[src/hdl/assert_macros.svh]
// assertion helpers shared by the vector clock filter rtl
// plain text macros only, no dependencies
`ifndef ASSERT_MACROS_SVH
`define ASSERT_MACROS_SVH

// same-cycle implication, checked at every rising clock edge out of reset
`define VCCF_ASSERT_IMPL(lbl, clk, rst, ante, cons, msg) \
   lbl: assert property (@(posedge clk) disable iff (rst) (ante) |-> (cons)) \
      else $error(msg);

// next-cycle implication
`define VCCF_ASSERT_NEXT(lbl, clk, rst, ante, cons, msg) \
   lbl: assert property (@(posedge clk) disable iff (rst) (ante) |=> (cons)) \
      else $error(msg);

`endif

[src/hdl/vccf_pkg.sv]
// transaction types and codes for the vector clock causal filter
// no dependencies
`default_nettype none

package vccf_pkg;

   localparam int KIND_W  = 2;
   localparam int LEN_W   = 4;
   localparam int DEST_W  = 8;
   localparam int PORT_W  = 32;
   localparam int NODE_W  = 3;
   localparam int DROP_W  = 32;
   localparam int MAX_NODES = 8;

   // request kinds
   localparam logic REQ_LOCAL_SEND = 1'b0;
   localparam logic REQ_NETWORK    = 1'b1;

   // result kinds
   localparam logic [KIND_W-1:0] KIND_SEND    = 2'd0;
   localparam logic [KIND_W-1:0] KIND_DELIVER = 2'd1;
   localparam logic [KIND_W-1:0] KIND_DROP    = 2'd2;

   typedef struct packed {
      logic              req_type;
      logic              causal_enabled;
      logic [LEN_W-1:0]  peer_length;
      logic [DEST_W-1:0] dest_addr;
      logic [PORT_W-1:0] peer_stamp_0;
      logic [PORT_W-1:0] peer_stamp_1;
      logic [PORT_W-1:0] peer_stamp_2;
      logic [PORT_W-1:0] peer_stamp_3;
      logic [PORT_W-1:0] peer_stamp_4;
      logic [PORT_W-1:0] peer_stamp_5;
      logic [PORT_W-1:0] peer_stamp_6;
      logic [PORT_W-1:0] peer_stamp_7;
   } vccf_req_type;

   typedef struct packed {
      logic [KIND_W-1:0] result_kind;
      logic [DEST_W-1:0] out_dest;
      logic [LEN_W-1:0]  used_length;
      logic [DROP_W-1:0] dropped_total;
      logic [PORT_W-1:0] clock_0;
      logic [PORT_W-1:0] clock_1;
      logic [PORT_W-1:0] clock_2;
      logic [PORT_W-1:0] clock_3;
      logic [PORT_W-1:0] clock_4;
      logic [PORT_W-1:0] clock_5;
      logic [PORT_W-1:0] clock_6;
      logic [PORT_W-1:0] clock_7;
   } vccf_rsp_type;

endpackage

`default_nettype wire

[src/hdl/vector_clock_causal_filter_core.sv]
// vector clock causal filter, top level
// uses vccf_pkg and assert_macros.svh
`default_nettype none
`include "assert_macros.svh"

// Each transaction passes an input register and then compare, merge and counter
// logic into the result register; one transaction is taken every cycle unless
// rsp_stall holds a full result register. The clock vector, used length and drop
// count are updated at the same edge that loads the result, so the next
// transaction always sees the fresh vector. A local send bumps this node's
// entry and returns the vector with the destination; a causal receive bumps the
// own entry, widens the used length and drops the message when the local vector
// strictly dominates the packet, otherwise it merges by entrywise maximum. The
// user must write node_index through csr_wr_en / csr_wr_data while no
// transaction is in flight; the block itself does not enforce this.
module vector_clock_causal_filter_core
   import vccf_pkg::*;
#(
   parameter int NODES      = 8,
   parameter int STAMP_BITS = 32
) (
   input  wire logic              clock,
   input  wire logic              reset,
   input  wire logic              csr_wr_en,
   input  wire logic [NODE_W-1:0] csr_wr_data,
   input  wire logic              req_valid,
   output      logic              req_stall,
   input  wire vccf_req_type      req_payload,
   output      logic              rsp_valid,
   input  wire logic              rsp_stall,
   output      vccf_rsp_type      rsp_payload
);

   localparam int IDX_W = $clog2(NODES);

   logic [NODE_W-1:0]     node_index_ff;
   logic [STAMP_BITS-1:0] cv_ff [NODES];
   logic [STAMP_BITS-1:0] cv_in [NODES];
   logic [LEN_W-1:0]      len_ff, len_in;
   logic [DROP_W-1:0]     drop_ff, drop_in;

   logic                  req_valid_ff;
   vccf_req_type          req_ff;
   logic                  rsp_valid_ff;
   vccf_rsp_type          rsp_ff, rsp_in;

   logic                  out_load;
   logic [IDX_W-1:0]      own;
   logic [LEN_W-1:0]      cfg_len;
   logic [LEN_W-1:0]      plen;
   logic [STAMP_BITS-1:0] own_inc;
   logic [STAMP_BITS-1:0] cv_bump [NODES];
   logic [PORT_W-1:0]     peer_raw [MAX_NODES];
   logic [STAMP_BITS-1:0] peer [NODES];
   logic                  gt, lt;
   logic                  is_causal, is_drop;
   logic [KIND_W-1:0]     kind;
   logic [PORT_W-1:0]     clk_out [MAX_NODES];

   // handshake: input stage moves whenever the result register can load
   assign out_load  = req_valid_ff && (!rsp_valid_ff || !rsp_stall);
   assign req_stall = req_valid_ff && !out_load;
   assign rsp_valid = rsp_valid_ff;
   assign rsp_payload = rsp_ff;

   // own entry, clamped to the vector size
   assign own = (node_index_ff > NODE_W'(NODES - 1)) ? IDX_W'(NODES - 1)
                                                     : node_index_ff[IDX_W-1:0];
   assign cfg_len = ((csr_wr_data > NODE_W'(NODES - 1)) ? LEN_W'(NODES - 1)
                                                        : LEN_W'(csr_wr_data)) + LEN_W'(1);

   assign plen = (req_ff.peer_length > LEN_W'(NODES)) ? LEN_W'(NODES)
                                                      : req_ff.peer_length;

   assign peer_raw[0] = req_ff.peer_stamp_0;
   assign peer_raw[1] = req_ff.peer_stamp_1;
   assign peer_raw[2] = req_ff.peer_stamp_2;
   assign peer_raw[3] = req_ff.peer_stamp_3;
   assign peer_raw[4] = req_ff.peer_stamp_4;
   assign peer_raw[5] = req_ff.peer_stamp_5;
   assign peer_raw[6] = req_ff.peer_stamp_6;
   assign peer_raw[7] = req_ff.peer_stamp_7;

   assign own_inc   = cv_ff[own] + STAMP_BITS'(1);
   assign is_causal = (req_ff.req_type == REQ_NETWORK) && req_ff.causal_enabled;
   assign is_drop   = is_causal && gt && !lt;

   always_comb begin
      gt = 1'b0;
      lt = 1'b0;
      for (int i = 0; i < NODES; i++) begin
         cv_bump[i] = (IDX_W'(i) == own) ? own_inc : cv_ff[i];
         // packet entries past its length count as zero
         peer[i] = (LEN_W'(i) < plen) ? STAMP_BITS'(peer_raw[i]) : '0;
         if (cv_bump[i] > peer[i]) begin
            gt = 1'b1;
         end else if (cv_bump[i] < peer[i]) begin
            lt = 1'b1;
         end
      end
   end

   always_comb begin
      len_in  = len_ff;
      drop_in = drop_ff;
      kind    = KIND_DELIVER;
      for (int i = 0; i < NODES; i++) begin
         cv_in[i] = cv_ff[i];
      end
      if (req_ff.req_type == REQ_LOCAL_SEND) begin
         kind = KIND_SEND;
         for (int i = 0; i < NODES; i++) begin
            cv_in[i] = cv_bump[i];
         end
      end else if (is_causal) begin
         if (plen > len_ff) begin
            len_in = plen;
         end
         if (is_drop) begin
            kind    = KIND_DROP;
            drop_in = drop_ff + DROP_W'(1);
            for (int i = 0; i < NODES; i++) begin
               cv_in[i] = cv_bump[i];
            end
         end else begin
            for (int i = 0; i < NODES; i++) begin
               cv_in[i] = (peer[i] > cv_bump[i]) ? peer[i] : cv_bump[i];
            end
         end
      end
   end

   for (genvar g = 0; g < MAX_NODES; g++) begin : g_out
      if (g < NODES) begin : g_used
         assign clk_out[g] = PORT_W'(cv_in[g]);
      end else begin : g_unused
         assign clk_out[g] = '0;
      end
   end

   always_comb begin
      rsp_in.result_kind   = kind;
      rsp_in.out_dest      = (req_ff.req_type == REQ_LOCAL_SEND) ? req_ff.dest_addr : '0;
      rsp_in.used_length   = len_in;
      rsp_in.dropped_total = drop_in;
      rsp_in.clock_0       = clk_out[0];
      rsp_in.clock_1       = clk_out[1];
      rsp_in.clock_2       = clk_out[2];
      rsp_in.clock_3       = clk_out[3];
      rsp_in.clock_4       = clk_out[4];
      rsp_in.clock_5       = clk_out[5];
      rsp_in.clock_6       = clk_out[6];
      rsp_in.clock_7       = clk_out[7];
   end

   // input register
   always_ff @(posedge clock) begin
      if (reset) begin
         req_valid_ff <= 1'b0;
      end else if (!req_stall) begin
         req_valid_ff <= req_valid;
      end
      if (req_valid && !req_stall) begin
         req_ff <= req_payload;
      end
   end

   // result register
   always_ff @(posedge clock) begin
      if (reset) begin
         rsp_valid_ff <= 1'b0;
      end else if (out_load) begin
         rsp_valid_ff <= 1'b1;
      end else if (!rsp_stall) begin
         rsp_valid_ff <= 1'b0;
      end
      if (out_load) begin
         rsp_ff <= rsp_in;
      end
   end

   // clock state
   always_ff @(posedge clock) begin
      if (reset) begin
         node_index_ff <= '0;
         len_ff        <= LEN_W'(1);
         drop_ff       <= '0;
         for (int i = 0; i < NODES; i++) begin
            cv_ff[i] <= '0;
         end
      end else begin
         if (csr_wr_en) begin
            node_index_ff <= csr_wr_data;
            // the used length only ever grows
            if (cfg_len > len_ff) begin
               len_ff <= cfg_len;
            end
         end else if (out_load) begin
            len_ff <= len_in;
         end
         if (out_load) begin
            drop_ff <= drop_in;
            for (int i = 0; i < NODES; i++) begin
               cv_ff[i] <= cv_in[i];
            end
         end
      end
   end

   `VCCF_ASSERT_NEXT(a_drop_count, clock, reset,
      out_load && (kind == KIND_DROP),
      drop_ff == $past(drop_ff) + DROP_W'(1), "drop counter did not advance")
   `VCCF_ASSERT_IMPL(a_len_covers_own, clock, reset, 1'b1,
      len_ff >= LEN_W'(own) + LEN_W'(1), "used length below own entry")
   `VCCF_ASSERT_IMPL(a_len_bound, clock, reset, 1'b1,
      len_ff <= LEN_W'(NODES), "used length beyond vector size")
   `VCCF_ASSERT_NEXT(a_plain_deliver_holds, clock, reset,
      out_load && (req_ff.req_type == REQ_NETWORK) && !req_ff.causal_enabled,
      (cv_ff[own] == $past(cv_ff[own])) && (drop_ff == $past(drop_ff)),
      "plain delivery changed the clock")

endmodule

`default_nettype wire
[config.mk]
export PLATFORM = sky130hd
export DESIGN_NAME = vector_clock_causal_filter_core
export DESIGN_NICKNAME = d
export VERILOG_FILES = /design/src/hdl/vccf_pkg.sv /design/src/hdl/vector_clock_causal_filter_core.sv
export VERILOG_INCLUDE_DIRS = /design/src /design/src/hdl
export SDC_FILE = /design/constraint.sdc
export NUM_CORES = 2
export LEC_CHECK = 0
export BUFFER_PORTS_ARGS = -buffer_cell sky130_fd_sc_hd__buf_2
export CAP_MARGIN = 0
export CORE_MARGIN = 2
export CORE_UTILIZATION = 60
export DETAILED_ROUTE_END_ITERATION = 12
export PLACE_DENSITY = 0.87
export REMOVE_ABC_BUFFERS = 1
export SETUP_SLACK_MARGIN = 0.3
export SYNTH_ARGS = -nofsm -noshare
export SYNTH_HDL_FRONTEND = slang
export SYNTH_SLANG_ARGS = --single-unit
[constraint.sdc]
create_clock -name clock -period 29.7 [get_ports clock]
set_clock_uncertainty 0.05 [all_clocks]
set_input_delay 1.485 -clock clock [delete_from_list [all_inputs] [get_ports clock]]
set_output_delay 1.485 -clock clock [all_outputs]
set_load 0.02 [all_outputs]
# [Word-level counts from Yosys, hierarchy flattened]
# Memories as Yosys holds them, arrays and structs flattened.
# Cells that the tools add are included.
# Widths: inputs -> output; s select.
[word_totals] wordCells=184 mem_count=1 mem_bits_rw=256 inputBits=278 ff_bits=613 output_inout_bits=304
[op_classes] n_lt_le_gt_ge=37 bitwise=8 reduce_logical=16 n_eq_ne=9 n_mux=80 add_sub_neg=3
[memory_table] name="cv_ff" depth=8 word_bits=32 read_ports=9 rd_clocked_by_memory_dff=0 wr=8 line_no="vector_clock_causal_filter_core.sv:37" text="logic [STAMP_BITS-1:0] cv_ff [NODES];"
[ops] cell="$mux 32" count=35
[ops] cell="$mux 256" count=3
[ops] cell="$gt 32x32->1" count=16
[ops] cell="$lt 32x32->1" count=8
[ops] cell="$add 32x1->32 const B" count=2
[ops] cell="$mux 1" count=32
[ops] cell="$mux 4" count=7
[ops] cell="$lt 3x4->1 const A" count=4
[ops] cell="$eq 3x3->1 const A" count=4
[ops] cell="$gt 4x4->1" count=2
[ops] cell="$lt 1x4->1 const A" count=2
[ops] cell="$lt 2x4->1 const A" count=2
[ops] cell="$or 1x1->1" count=8
[ops] cell="$eq 2x3->1 const A" count=2
[ops] cell="$gt 3x3->1 const B" count=2
[ops] cell="$logic_and 1x1->1" count=6
[ops] cell="$mux 3" count=2
[ops] cell="$logic_not 1->1" count=5
[ops] cell="$add 3x1->4 const B" count=1
[ops] cell="$gt 4x4->1 const B" count=1
[ops] cell="$ne 2x1->1 const B" count=2
[ops] cell="$reduce_and 2->1" count=2
[ops] cell="$eq 1x3->1 const A" count=1
[ops] cell="$logic_not 3->1" count=1
[ops] cell="3 further kinds" count=3

# [Logic depth before layout (Yosys ltp)]
# An unclocked memory read counts as a cell.
[depth] word_depth=28 depth_mapped=28 mapped_depth_nobuf=20

# [Least setup slack after synthesis]
# OpenSTA, ideal clock, no wires.
[synth_path] path_kind="input to register" start="input rsp_stall" end="register req_ff (netlist bit peer_raw[0]), enable pin" path_buffers=0 stages=2 arrival_time_ps=13542 setup_ps=932 setup_slack_ps=15176 t_required_ps=28718 cell_sequence="and3_1 -> nor2b_1"
[synth_between] elab_chain_len=7
[synth_lines] element="from (decl)" line_no="vector_clock_causal_filter_core.sv:30" text="input wire logic rsp_stall,"
[synth_lines] element="$logic_not 1->1"
[synth_lines] element="$logic_or 1x1->1" line_no="vector_clock_causal_filter_core.sv:61" text="assign out_load = req_valid_ff && (!rsp_valid_ff || !rsp_stall);"
[synth_lines] element="$logic_and 1x1->1" line_no="vector_clock_causal_filter_core.sv:61"
[synth_lines] element="$logic_not 1->1" line_no="vector_clock_causal_filter_core.sv:62" text="assign req_stall = req_valid_ff && !out_load;"
[synth_lines] element="$logic_and 1x1->1" line_no="vector_clock_causal_filter_core.sv:62"
[synth_lines] element="$logic_not 1->1" line_no="vector_clock_causal_filter_core.sv:163" text="if (req_valid && !req_stall) begin"
[synth_lines] element="$logic_and 1x1->1" line_no="vector_clock_causal_filter_core.sv:163"
[synth_lines] element="to (signal assigned)" line_no="vector_clock_causal_filter_core.sv:164" text="req_ff <= req_payload;"
[synth_lines] element="to (decl)" line_no="vector_clock_causal_filter_core.sv:43" text="vccf_req_type req_ff;"
# Every way passes these cells.
# A chain may end at the register's enable or synchronous reset.

# [Worst setup path in the final report]
[layout_path] start="register node_index_ff[1]" end="register drop_ff[31]"
[layout_between] elab_chain_len=27 word_cells_on_any_way=66 cone_classes="add/sub (1); order compare (17); eq/ne (7); mux (36); reduce/logical (4); memory (1)"
[layout_lines] element="from (decl)" line_no="vector_clock_causal_filter_core.sv:36" text="logic [NODE_W-1:0] node_index_ff;"
[layout_lines] element="from (signal assigned)" line_no="vector_clock_causal_filter_core.sv:193" text="node_index_ff <= csr_wr_data;"
[layout_lines] element="$gt 3x3->1" line_no="vector_clock_causal_filter_core.sv:67" text="assign own = (node_index_ff > NODE_W'(NODES - 1)) ? IDX_W'(NODES - 1)"
[layout_lines] element="$mux 3 (*)" line_no="vector_clock_causal_filter_core.sv:67"
[layout_lines] element="$mem_v2 8x32"
[layout_lines] element="$add 32x1->32" line_no="vector_clock_causal_filter_core.sv:84" text="assign own_inc = cv_ff[own] + STAMP_BITS'(1);"
[layout_lines] element="$mux 32" line_no="vector_clock_causal_filter_core.sv:92" text="cv_bump[i] = (IDX_W'(i) == own) ? own_inc : cv_ff[i];"
[layout_lines] element="$lt 32x32->1" line_no="vector_clock_causal_filter_core.sv:97" text="end else if (cv_bump[i] < peer[i]) begin"
[layout_lines] element="$mux 1" line_no="vector_clock_causal_filter_core.sv:97"
[layout_lines] element="$mux 1" line_no="vector_clock_causal_filter_core.sv:95" text="if (cv_bump[i] > peer[i]) begin"
[layout_lines] element="[11 not listed]"
[layout_lines] element="$mux 1" line_no="vector_clock_causal_filter_core.sv:95"
[layout_lines] element="$mux 1" line_no="vector_clock_causal_filter_core.sv:97"
[layout_lines] element="$mux 1" line_no="vector_clock_causal_filter_core.sv:95"
[layout_lines] element="$logic_not 1->1" line_no="vector_clock_causal_filter_core.sv:86" text="assign is_drop = is_causal && gt && !lt;"
[layout_lines] element="$logic_and 1x1->1 (*)" line_no="vector_clock_causal_filter_core.sv:86"
[layout_lines] element="$mux 32 (*)" line_no="vector_clock_causal_filter_core.sv:119" text="if (is_drop) begin"
[layout_lines] element="$mux 32 (*)" line_no="vector_clock_causal_filter_core.sv:115" text="end else if (is_causal) begin"
[layout_lines] element="$mux 32 (*)" line_no="vector_clock_causal_filter_core.sv:110" text="if (req_ff.req_type == REQ_LOCAL_SEND) begin"
[layout_lines] element="to (signal assigned)" line_no="vector_clock_causal_filter_core.sv:202" text="drop_ff <= drop_in;"
[layout_lines] element="to (decl)" line_no="vector_clock_causal_filter_core.sv:40" text="logic [DROP_W-1:0] drop_ff, drop_in;"
# Every way passes the cells marked *; elsewhere a longest branch is shown, timed or not.

==> flow_metrics.py <==
metrics = {
    "timing": {
        "drv_slew": 0,
        "finalSetupViolCount": 0,
        "finalCritPeriodShare_pct": 30.1,
        "rsz0062_at_grt": "no",
        "finalWorstPathRequiredPeriod_ps": 8950,
        "timing.setup.tns_ps": 0,
        "max_freq_ghz": 0.112,
        "timing_hold_violations_final": 0,
        "maxSlewHeadroom_pct": 4.18,
        "worst_pin_slew_ps": 1440,
    },
    "worst_setup_path": {
        "endpoint_kind": "flip-flop",
        "critical_path.slowest_cell": "xor2_2",
        "path_class": "flip-flop to flip-flop",
        "startpoint_type": "flip-flop",
        "arrival_ps": 9470,
        "crit_path_cell_trace": "buf_4 > mux4_2 > nand3b_1 > a2111oi_4 > nand2_1 > nor3_1 > xor2_2 > nor2_1 > a21oi_1 > ha_1 > nand4_1 > nor3_1 > a21boi_0 > o31a_1 > o22ai_1 > or3_1 > o2111ai_2 > clkinv_1 > buf_4 > and4_1 > o21ba_2",
        "critical-path-top-delay-family": "compound AO/OA/AOI/OAI gates",
        "cp.required_ps": 30220,
        "cp.buffers_inverters": 3,
        "critPathMaxFanout": 50,
        "timing.critical_path.slowest_cell_delay_ps": 1110,
    },
    "synthesis": {
        "dominantRegCellSynth": "edfxtp_1",
        "postSynthAreaPerCell_um2": 11.0,
        "synth-async-reset-ratio_pct": 0,
        "ys.warnings.count": 0,
        "synth.yosys.seq_area_share_pct": 52.4,
        "synthCells": 4445,
        "synth_top_cells_by_area": "edfxtp_1 (51%), ha_1 (6.8%), nand2_1 (4.0%), o21ai_0 (3.5%), and2_1 (3.4%)",
        "yosysTopAreaCellShare_pct": 50.7,
        "synth_top_cells_by_count": "edfxtp_1 (828), nand2_1 (523), o21ai_0 (340), a21oi_1 (288), ha_1 (267)",
        "yosysTopAreaCell": "edfxtp_1",
        "post-synth-top-count-cell": "edfxtp_1",
        "synth_edf_count": 828,
        "postSynthRegisterBits": 869,
        "synth.cell_area_mm2": 0.0490,
        "netlist-cell-type-count": 85,
    },
    "cts": {
        "number_of_sinks_driven_by_the_clock_tree": 869,
        "clk_pin_slew_worst_paths_ps": 60,
        "post-cts-setup-buffer-count": 0,
        "clock_tree.root_cell": "clkbuf_16",
        "ctsHtreeMaxLevel": 3,
        "cts_resized": 0,
        "clock_buffers_created_by_tritoncts": 91,
        "clk-insertion-delay-late_ps": 680,
        "ctsHoldBuffers": 0,
        "clock_path_buffers": 3,
        "tritoncts_clock_tree": "yes",
    },
    "global_route": {
        "antenna_violations_before_repair": 15,
        "grt_start_max_net_pins": 146,
        "grt-ovfl-total": 0,
        "number_of_global_route_vias_before_repair": 39500,
        "global_route_wire_length_before_repair_um": 259000,
        "grtUsageTotal_pct": 41.5,
    },
    "detailed_routing": {
        "detail_route.drc_violations": 0,
        "route.detailed.wl_per_inst_um": 29.5,
        "detail_route.iter0.violations": 6429,
        "drt.antenna.violating_nets": 0,
        "route.detailed.vias_per_inst": 6.86,
        "firstDrtPassIters": 7,
        "via_count": 41500,
        "drt_wl_total_um": 179000,
    },
    "floorplanning": {
        "design.portCount": 582,
        "rows": 104,
        "core_region_area_mm2": 0.0807,
        "start_util_pct": 60.8,
        "fp.dieH_um": 290,
        "die-area_mm2": 0.0840,
        "horiz_die_dim_um": 290,
    },
    "power_and_ir_drop": {
        "p_total_mw": 3.36,
        "power.leakage_nw": 21.1,
        "peakVddDrop_uv": 54.1,
        "power.density_cell_area_mw_per_mm2": 60.0,
    },
    "run_status": {
        "run_status": "finished, final reports clean",
    },
    "run": {
        "max-cap-violations": 0,
    },
    "finish": {
        "nNetsFinal": 5464,
        "area_growth_pct": 14.1,
        "drive_above_1_share_pct": 20.1,
    },
    "placed_design": {
        "dp_hpwl_um": 127000,
        "place_congestion": 1.04,
        "buffer_ports.inserted": 581,
    },
    "worst_hold_path": {
        "holdCritPathClass": "flip-flop to flip-flop",
    },
}
cells in the final DEF, fill, tap and decap left out, types with 55 or more instances in the layout:
cell type and count:
a21oi_1 283, a22oi_1 55, and2_1 263, buf_2 580, buf_4 84, clkbuf_16 92, edfxtp_1 828, ha_1 267
inv_1 86, mux2i_1 121, mux4_2 61, nand2_1 523, nand3_1 90, nand4_1 68, nor2_1 194, nor2b_1 193
o21ai_0 338, o22ai_1 62, o2bb2ai_1 130
where the power goes:
part | leakage [nW] | switching [mW] | internal, mW | total [mW]
Clock | 1.42 | 0.516 | 0.625 | 1.14
Sequential | 8.55 | 0.0644 | 1.45 | 1.51
Combinational | 11.1 | 0.485 | 0.220 | 0.705
through the flow:
stage | area, um^2 | util [%] | setup WS (ps) | std cells | hold WS, ps
5_1_grt | 55900 | 69.3 | 20520 | 6051 | 483
2_1_floorplan | 47800 | - | 15180 | 4157 | 401
3_3_place_gp | 53000 | 65.7 | 21150 | 5886 | 417
4_1_cts | 55900 | 69.3 | 21050 | 6051 | 450
6_report | 55900 | 69.3 | 20750 | 6057 | 448
3_5_place_dp | 53000 | 65.7 | 21120 | 5886 | 437
registers in the layout, indices dropped and copies added (netlist names):
name / count
drop_ff: 32
req_ff: 14
rsp_valid: 1
cv_ff: 256
peer_raw: 256
len_ff: 4
node_index_ff: 3
req_valid_ff: 1
rsp_payload: 302
layout make-up:
class | instances | area [um^2]
clock inverter | 58 | 539
sequential | 869 | 25700
timing repair buffer | 669 | 3630
inverter | 90 | 348
tap | 1060 | 1330
multi-input combinational | 3198 | 22000
antenna | 6 | 15.0
clock buffer | 107 | 2380
fill | 5826 | 24800
worst reg2reg max path, stage by stage (launching register included):
cell,delay [ps]
dfxtp_4,690
buf_4,720
mux4_2,410
nand3b_1,190
a2111oi_4,640
nand2_1,200
nor3_1,340
xor2_2,1110
nor2_1,130
a21oi_1,280
ha_1,200
nand4_1,130
nor3_1,500
a21boi_0,400
o31a_1,320
o22ai_1,250
or3_1,450
o2111ai_2,920
clkinv_1,180
buf_4,300
and4_1,250
o21ba_2,200
per-layer routing:
layer  up-vias  global-route usage (%)  routed length (um)
li1      17600                       -                   -
met1     19600                    53.3               62500
met2      3512                    60.9               76800
met3       834                    12.3               24700
met4        14                    28.3               14900
met5         -                       0                  97
cell families after synthesis:
family	share of synthesized area, %
buffers and inverters	3.22
adders and majority gates	6.82
DFF	52.4
xor gates and xnor gates	1.19
muxes	6.01
and+or+nand+nor	16.1
AOI/OAI and AO/OA	14.3
final timing paths:
check,start,endpoint,slack (ps),cells past startpoint
setup reg to reg,node_index_ff[1],drop_ff[31],20750,21
hold / removal,len_ff[3],len_ff[3],450,2
hold reg to reg,len_ff[3],len_ff[3],450,2
setup / recovery,node_index_ff[1],drop_ff[31],20750,21
(Power assumes the default switching activity.)
